$ cat src/design/lcadc_pkg.sv
// ----------------------------------------------------------------------------
// lcadc_pkg
// Shared codes, widths and types for the load-cell converter readout block.
// ----------------------------------------------------------------------------
package lcadc_pkg;

  localparam int SUM_BITS = 28;
  localparam int THRESH_BITS = 24;
  localparam int COUNT_BITS = 5;
  localparam int ADDR_BITS = 3;
  localparam int DATA_BITS = 32;

  localparam logic [1:0] ACT_TICK = 2'd0;
  localparam logic [1:0] ACT_CHECK = 2'd1;
  localparam logic [1:0] ACT_CAPTURE = 2'd2;

  // register select is paddr[2]
  localparam logic REG_THRESHOLD = 1'b0;
  localparam logic REG_SAMPLES = 1'b1;

  localparam logic [THRESH_BITS-1:0] THRESHOLD_RESET = 24'd5000;
  localparam logic [COUNT_BITS-1:0] SAMPLES_RESET = 5'd10;

  typedef struct packed {
    logic start;
    logic start_capture;
    logic word_end;
  } meas_ctl_t;

endpackage

$ cat src/design/load_cell_adc_reader_detector.sv
// ----------------------------------------------------------------------------
// load_cell_adc_reader_detector
// Two-wire load-cell converter readout with baseline capture and object check.
// ----------------------------------------------------------------------------
// Usage:
//   Input channel (in_valid/in_stall): one request per pin-timing tick with
//   the action code and the sampled data pin level.
//   Output channel (out_valid/out_stall): one result per input request with
//   the clock pin level to drive, busy, done, was_capture, object_present
//   and the last finished measurement sum.
//   out_valid rises in the cycle after acceptance; one request can be accepted
//   every cycle while out_stall is low, set by the single result register.
//   While the receiver stalls, the result register holds and in_stall is
//   raised until the result is taken; a result is taken and the next
//   request accepted in the same cycle.
//   APB port: detect_threshold at 0x0, samples_per_measure at 0x4; pready
//   is always high.
//   Reset (rst, synchronous) returns to idle, clears sums and baseline and
//   loads threshold 5000 and 10 reads per measurement.
// ----------------------------------------------------------------------------
module load_cell_adc_reader_detector
  import lcadc_pkg::*;
#(
  parameter int SAMPLE_BITS = 24,
  parameter int MAX_READS = 16
) (
  input  logic                 clk,
  input  logic                 rst,
  input  logic                 in_valid,
  output logic                 in_stall,
  input  logic [1:0]           action,
  input  logic                 data_level,
  output logic                 out_valid,
  input  logic                 out_stall,
  output logic                 clock_level,
  output logic                 busy_res,
  output logic                 done_res,
  output logic                 was_capture,
  output logic                 object_present,
  output logic [SUM_BITS-1:0]  measure_sum,
  input  logic                 psel,
  input  logic                 penable,
  input  logic                 pwrite,
  input  logic [ADDR_BITS-1:0] paddr,
  input  logic [DATA_BITS-1:0] pwdata,
  output logic [DATA_BITS-1:0] prdata,
  output logic                 pready
);

  logic [THRESH_BITS-1:0] detect_threshold;
  logic [COUNT_BITS-1:0]  samples_per_measure;

  logic                   step;
  meas_ctl_t              ctl;
  logic [SAMPLE_BITS-1:0] word;
  logic                   last_read;
  logic                   clk_lvl, busy, done, was_cap, obj;
  logic [SUM_BITS-1:0]    sum;

  assign pready = 1'b1;

  always_ff @(posedge clk) begin
    if (rst) begin
      detect_threshold <= THRESHOLD_RESET;
      samples_per_measure <= SAMPLES_RESET;
    end else if (psel && penable && pwrite && pready) begin
      case (paddr[2])
        REG_THRESHOLD: detect_threshold <= pwdata[THRESH_BITS-1:0];
        REG_SAMPLES:   samples_per_measure <= pwdata[COUNT_BITS-1:0];
        default: ;
      endcase
    end
  end

  always_comb begin
    case (paddr[2])
      REG_THRESHOLD: prdata = DATA_BITS'(detect_threshold);
      REG_SAMPLES:   prdata = DATA_BITS'(samples_per_measure);
      default:       prdata = '0;
    endcase
  end

  assign in_stall = out_valid && out_stall;
  assign step = in_valid && !in_stall;

  lcadc_serial #(
    .SAMPLE_BITS(SAMPLE_BITS)
  ) u_serial (
    .clk        (clk),
    .rst        (rst),
    .step       (step),
    .action     (action),
    .data_level (data_level),
    .last_read  (last_read),
    .ctl        (ctl),
    .word       (word),
    .clock_level(clk_lvl),
    .busy       (busy)
  );

  lcadc_accum #(
    .SAMPLE_BITS(SAMPLE_BITS),
    .MAX_READS  (MAX_READS)
  ) u_accum (
    .clk                (clk),
    .rst                (rst),
    .step               (step),
    .ctl                (ctl),
    .word               (word),
    .detect_threshold   (detect_threshold),
    .samples_per_measure(samples_per_measure),
    .last_read          (last_read),
    .done               (done),
    .was_capture        (was_cap),
    .object_present     (obj),
    .measure_sum        (sum)
  );

  always_ff @(posedge clk) begin
    if (rst) begin
      out_valid <= 1'b0;
    end else if (step) begin
      out_valid <= 1'b1;
    end else if (!out_stall) begin
      out_valid <= 1'b0;
    end
  end

  always_ff @(posedge clk) begin
    if (step) begin
      clock_level <= clk_lvl;
      busy_res <= busy;
      done_res <= done;
      was_capture <= was_cap;
      object_present <= obj;
      measure_sum <= sum;
    end
  end

`ifndef NO_ASSERTIONS
  a_done_not_busy: assert property (@(posedge clk) disable iff (rst)
    out_valid && done_res |-> !busy_res)
    else $error("done result reports busy");

  a_obj_on_check: assert property (@(posedge clk) disable iff (rst)
    out_valid && object_present |-> done_res && !was_capture)
    else $error("object flag outside a finished check");

  a_clk_busy: assert property (@(posedge clk) disable iff (rst)
    out_valid && clock_level |-> busy_res)
    else $error("serial clock high while idle");
`endif

endmodule

$ cat src/design/lcadc_serial.sv
// ----------------------------------------------------------------------------
// lcadc_serial
// Serial clock sequencer: waits for data low, gives SAMPLE_BITS+1 clock
// pulses and shifts in one converter word, MSB first.
// ----------------------------------------------------------------------------
module lcadc_serial
  import lcadc_pkg::*;
#(
  parameter int SAMPLE_BITS = 24
) (
  input  logic                   clk,
  input  logic                   rst,
  input  logic                   step,
  input  logic [1:0]             action,
  input  logic                   data_level,
  input  logic                   last_read,
  output meas_ctl_t              ctl,
  output logic [SAMPLE_BITS-1:0] word,
  output logic                   clock_level,
  output logic                   busy
);

  localparam int BW = $clog2(SAMPLE_BITS + 2);
  localparam logic [BW-1:0] LAST_BIT = BW'(SAMPLE_BITS + 1);
  localparam logic [BW-1:0] WORD_BIT = BW'(SAMPLE_BITS);

  typedef enum logic [3:0] {
    PH_IDLE = 4'b0001,
    PH_WAIT = 4'b0010,
    PH_HIGH = 4'b0100,
    PH_LOW  = 4'b1000
  } phase_t;

  phase_t                 phase, phase_next;
  logic [BW-1:0]          bit_count, bit_count_next;
  logic [SAMPLE_BITS-1:0] shift_word, shift_word_next;

  always_comb begin
    phase_next = phase;
    bit_count_next = bit_count;
    shift_word_next = shift_word;
    ctl = '0;
    clock_level = 1'b0;
    case (phase)
      PH_IDLE: begin
        if (action == ACT_CHECK || action == ACT_CAPTURE) begin
          ctl.start = 1'b1;
          ctl.start_capture = (action == ACT_CAPTURE);
          bit_count_next = '0;
          shift_word_next = '0;
          phase_next = PH_WAIT;
        end
      end
      PH_WAIT: begin
        if (!data_level) begin
          bit_count_next = '0;
          shift_word_next = '0;
          phase_next = PH_HIGH;
        end
      end
      PH_HIGH: begin
        if (bit_count != '0 && bit_count <= WORD_BIT) begin
          shift_word_next = {shift_word[SAMPLE_BITS-2:0], data_level};
        end
        bit_count_next = bit_count + 1'b1;
        clock_level = 1'b1;
        phase_next = PH_LOW;
      end
      PH_LOW: begin
        if (bit_count < LAST_BIT) begin
          phase_next = PH_HIGH;
        end else begin
          ctl.word_end = 1'b1;
          phase_next = last_read ? PH_IDLE : PH_WAIT;
        end
      end
      default: begin
        phase_next = PH_IDLE;
      end
    endcase
  end

  assign word = shift_word;
  assign busy = (phase_next != PH_IDLE);

  always_ff @(posedge clk) begin
    if (rst) begin
      phase <= PH_IDLE;
      bit_count <= '0;
      shift_word <= '0;
    end else if (step) begin
      phase <= phase_next;
      bit_count <= bit_count_next;
      shift_word <= shift_word_next;
    end
  end

endmodule

$ cat src/design/lcadc_accum.sv
// ----------------------------------------------------------------------------
// lcadc_accum
// Sums offset-binary words per measurement, holds the baseline and makes
// the object decision against threshold times read count.
// ----------------------------------------------------------------------------
module lcadc_accum
  import lcadc_pkg::*;
#(
  parameter int SAMPLE_BITS = 24,
  parameter int MAX_READS = 16
) (
  input  logic                   clk,
  input  logic                   rst,
  input  logic                   step,
  input  meas_ctl_t              ctl,
  input  logic [SAMPLE_BITS-1:0] word,
  input  logic [THRESH_BITS-1:0] detect_threshold,
  input  logic [COUNT_BITS-1:0]  samples_per_measure,
  output logic                   last_read,
  output logic                   done,
  output logic                   was_capture,
  output logic                   object_present,
  output logic [SUM_BITS-1:0]    measure_sum
);

  localparam int RCW = $clog2(MAX_READS + 1);
  localparam int CW = (RCW > COUNT_BITS) ? RCW : COUNT_BITS;
  localparam logic [CW-1:0] MAX_C = CW'(MAX_READS);
  localparam logic [SAMPLE_BITS-1:0] SIGN_FLIP = {1'b1, {(SAMPLE_BITS-1){1'b0}}};
  localparam int PW = THRESH_BITS + CW;

  logic [RCW-1:0]      read_count;
  logic [SUM_BITS-1:0] running_sum, baseline_sum, last_sum;
  logic                capture_mode;

  logic [CW-1:0]       samples_ext, wanted, read_inc;
  logic [SUM_BITS-1:0] sum_add, diff;
  logic [PW-1:0]       limit;

  always_comb begin
    samples_ext = CW'(samples_per_measure);
    if (samples_ext == '0) begin
      wanted = CW'(1);
    end else if (samples_ext > MAX_C) begin
      wanted = MAX_C;
    end else begin
      wanted = samples_ext;
    end
  end

  assign read_inc = CW'(read_count) + CW'(1);
  assign last_read = (read_inc >= wanted);
  assign sum_add = running_sum + SUM_BITS'(word ^ SIGN_FLIP);
  assign diff = (sum_add >= baseline_sum) ? (sum_add - baseline_sum)
                                          : (baseline_sum - sum_add);
  assign limit = PW'(detect_threshold) * PW'(read_inc);

  assign done = ctl.word_end && last_read;
  assign was_capture = done && capture_mode;
  assign object_present = done && !capture_mode && (PW'(diff) > limit);
  assign measure_sum = done ? sum_add : last_sum;

  always_ff @(posedge clk) begin
    if (rst) begin
      read_count <= '0;
      running_sum <= '0;
      baseline_sum <= '0;
      last_sum <= '0;
      capture_mode <= 1'b0;
    end else if (step) begin
      if (ctl.start) begin
        capture_mode <= ctl.start_capture;
        read_count <= '0;
        running_sum <= '0;
      end else if (ctl.word_end) begin
        running_sum <= sum_add;
        read_count <= read_inc[RCW-1:0];
        if (last_read) begin
          last_sum <= sum_add;
          if (capture_mode) begin
            baseline_sum <= sum_add;
          end
        end
      end
    end
  end

endmodule
$ cat config.mk
export PLATFORM = sky130hd
export DESIGN_NAME = load_cell_adc_reader_detector
export DESIGN_NICKNAME = d
export VERILOG_FILES = /design/src/design/lcadc_pkg.sv /design/src/design/load_cell_adc_reader_detector.sv /design/src/design/lcadc_serial.sv /design/src/design/lcadc_accum.sv
export SDC_FILE = /design/constraint.sdc
export NUM_CORES = 1
export LEC_CHECK = 0
export ABC_CLOCK_PERIOD_IN_PS = 9800
export BUFFER_PORTS_ARGS = -buffer_cell sky130_fd_sc_hd__buf_2
export CAP_MARGIN = 20
export CORE_ASPECT_RATIO = 0.5
export CORE_MARGIN = 1.5
export CORE_UTILIZATION = 65
export CTS_CLUSTER_SIZE = 40
export DETAILED_ROUTE_END_ITERATION = 10
export GPL_TIMING_DRIVEN = 0
export PLACE_DENSITY_LB_ADDON = 0.15
export SYNTH_ARGS = -nofsm -noshare
export SYNTH_HDL_FRONTEND = slang
export SYNTH_SLANG_ARGS = --single-unit
$ cat constraint.sdc
create_clock -name clk -period 9.8 [get_ports clk]
set_input_delay 0.98 -clock clk [delete_from_list [all_inputs] [get_ports clk]]
set_output_delay 0.98 -clock clk [all_outputs]
set_load 0.02 [all_outputs]
==> key figures <==
Final layout
  • Ant diodes: 0
  • Non-Filler Instances: 2,453
  • Nets: 2,372
  • Layout cell share with drive strength beyond 1: 9.45%
  • Most frequent cells in the layout: 258 x nand2_1, 182 x a21oi_1, 179 x inv_1, 154 x ha_1, 153 x dfxtp_1
  • Final Core Density: 72.6%
  • Leading cell type in the layout, fill and taps excluded: nand2_1
  • Area grow syn2layout: 9.25%

Timing
  • Period utilization: 90.8%
  • Setup-failing EPs final: 0
  • Worst Tran Pin Value: 1.08 ns
  • Worst Skew: 0.0113 ns
  • Final TNS setup: 0 ns
  • Hold Violations, Final: 0
  • Max Slew Vio Count: 0
  • Worst rel slew slack: 27.7%
  • Crit path time final: 8.90 ns
  • RSZ-0062 raised after global routing: no
  • Max Fclk: 112 MHz

Synth
  • Mapped Cells: 1,986
  • Post-synth ARST share: 0%
  • Largest family of logic cells by synthesized area: adder cells
  • Post-Synth Adder-Cell Area: 20.6%
  • Yosys Warn Count: 0
  • Register area share after synthesis: 25.3%
  • Post-synthesis mux area share: 1.64%
  • Post-synthesis instance area: 0.0160 mm^2
  • Register bit total from synthesis: 186
  • Syn avg cell area: 8.07 um^2
  • Post-synth EDFFs: 33
  • Post-Synth XOR/XNOR Area: 4.36%
  • Synth cell types: 80
  • Compound-gate portion of the synthesized area: 20.4%
  • Main flop type after synthesis: dfxtp_1
  • Simple-gate area share of the yosys netlist: 20.5%

Setup path
  • R2R setup slack: 0.90 ns
  • CP Launch Type: flip-flop
  • CP max stage delay: 0.78 ns
  • Crit-path max FO: 11
  • CP top delay family: compound AO/OA/AOI/OAI gates
  • Crit-path most repeated cell: o21ai_0
  • Worst path slowest cell: dfxtp_1
  • Worst setup EP type: flip-flop
  • Critical Path RT: 10.02 ns
  • Crit path DAT: 9.11 ns
  • Crit path from: u_accum.read_count[0]
  • Crit path kind: flip-flop to flip-flop
  • WP buf/inv: 2
  • Worst r2r src: u_accum.read_count[0]

Die
  • Core Region: 0.0241 mm^2
  • Die Y: 114 um
  • Die Wd: 225 um
  • Starting Density: 66.4%
  • Row cnt: 40
  • Boundary pin count: 113
  • DIE AREA: 0.0257 mm^2

Clock tree
  • Max clock buf depth: 2
  • TritonCTS buffer count: 17
  • Max H-tree Level: 4
  • Worst-Skew Late Latency: 0.46 ns
  • Post-CTS Resized: 0
  • Hold_buf cts: 0
  • TritonCTS clock tree: built
  • CTS clk-pin slew, worst paths: 0.07 ns
  • Setup bufs post-CTS: 0
  • Clock Sinks: 186
  • Clock Root Buffer: clkbuf_16

Flow run
  • Max-cap violations: 0

Status
  • Status: finished, final reports clean

Routing
  • DR vias: 14,578
  • Routed wire length: 44,200 um
  • Vias per cell: 5.94
  • Detailed Route Iter0 Violations: 1,235
  • Avg WL per Cell: 18.0 um
  • Routed Antenna Nets: 0
  • Drt first pass iters: 6
  • # DRC: 0

Min path
  • HP Start: u_accum.last_sum[8]
  • Hold Path Class: flip-flop to flip-flop

Global route
  • Grt total ovfl: 0
  • GRT Util Overall: 34.9%
  • Initial antenna violation count: 0
  • Largest net degree at the start of global routing: 42
  • Vias in the first global route: 13,112
  • First-pass GRT wire length: 69,500 um

Power and ir drop
  • Worst vdd ir: 0.106 mV
  • Leakage: 8.07 nW
  • Power Total: 2.04 mW
  • Cell Pwr Density: 116 mW/mm^2

Placed design
  • Post-Place Cells: 2,421
  • Detailed placement HPWL: 34,000 um
  • Gpl congestion: 0.952
  • Port bufs: 92
## sequential cells by signal (all words and copies together), names as in the netlist, 4 cells and up
register,count
detect_threshold,24
measure_sum,28
samples_per_measure,5
u_accum.baseline_sum,28
u_accum.last_sum,28
u_accum.read_count,5
u_accum.running_sum,28
u_serial.bit_count,5
u_serial.phase,4
u_serial.word,24
## worst reg2reg max path, stage by stage, from the launching register on
cell and delay [ns]:
dfxtp_1 0.78, ha_1 0.46, nand3_1 0.14, xnor2_1 0.61
clkbuf_1 0.62, nand2_1 0.19, fa_1 0.54, fa_1 0.53
fa_1 0.55, inv_1 0.05, ha_1 0.25, a211oi_1 0.25
o21ai_0 0.18, a211oi_1 0.58, o211ai_1 0.19, o211ai_1 0.21
o21ai_0 0.15, o21a_1 0.17, or3_1 0.29, o21ai_0 0.11
ha_1 0.16, nand3_1 0.10, o21ai_0 0.28, o21ai_0 0.13
a2111oi_0 0.64, nand2b_1 0.11, mux2i_1 0.38
## synthesized netlist by cell type, drive strengths merged (3+ instances only)
master,instances,share of area (%)
nand2,258,6.0
a21oi,182,5.7
inv,179,4.2
ha,154,12
dfxtp,153,19
nor2,110,2.6
and2,90,3.5
o21ai,90,2.8
clkbuf,75,1.8
a21o,72,3.4
fa,69,8.6
nand3,61,1.9
xnor2,44,2.5
nor2b,41,1.6
xor2,34,1.9
edfxtp,33,6.2
a211oi,32,1.6
buf,31,1.1
nand2b,30,1.2
nand4,22,0.86
a31oi,19,0.78
mux2i,18,1.1
nor3,16,0.50
o221a,16,1.1
or3,14,0.58
o21bai,13,0.61
and3,12,0.47
o21a,11,0.52
o211ai,10,0.47
o31ai,9,0.52
a22oi,8,0.37
a211o,7,0.38
mux2,7,0.52
or2,7,0.27
o311ai,6,0.37
nor4,5,0.20
nand3b,4,0.19
o22ai,4,0.16
a221oi,3,0.16
o31a,3,0.16
## metrics by stage
step,hold slack [ns],setup WS (ns),area [um^2]
floorplan,0.437,3.24,16100
global placement,0.442,1.01,16900
detailed placement,0.447,0.926,16900
CTS,0.457,0.900,17500
global route,0.478,0.503,17500
finish,0.457,0.901,17500
## per-layer routing
metal  routed length, um  vias up  part of all wire, %  track usage [%]
met3                3490       54                  7.9             6.29
li1                    -     7024                    -                -
met4                 551        0                  1.2             7.34
met1               20600     6971                   47             50.5
met5                   0        -                    0                0
met2               19600      529                   44             54.5
## layout make-up
cell class,instances,area (um^2)
Buffer,106,458
Clock buffer,18,439
Clock inverter,14,135
Fill cell,1919,6610
Inverter,180,677
Multi-Input combinational cell,1521,10900
Sequential cell,186,4050
Tap cell,336,420
Timing Repair Buffer,92,460
## logic make-up after synthesis
family          after synthesis
compound gates              507
xor+xnor                     78
fa+ha+maj                   223
buf+inv                     286
flops                       186
mux                          25
other cells                   2
simple gates                679
## report_power, final
group          leakage, nW  internal [mW]  switching, mW  total (mW)
registers             1.56          0.795         0.0157       0.811
logic                 6.22          0.220          0.320       0.540
clock network        0.286          0.342          0.346       0.688
total                 8.07           1.36          0.683        2.04
## worst paths after layout
kind | endpoint | depth (start not counted)
min | u_accum.last_sum[8] | 2
max reg2reg | object_present | 26
max | object_present | 26
min reg2reg | u_accum.last_sum[8] | 2
No activity file was read; power rests on OpenSTA's default activity.
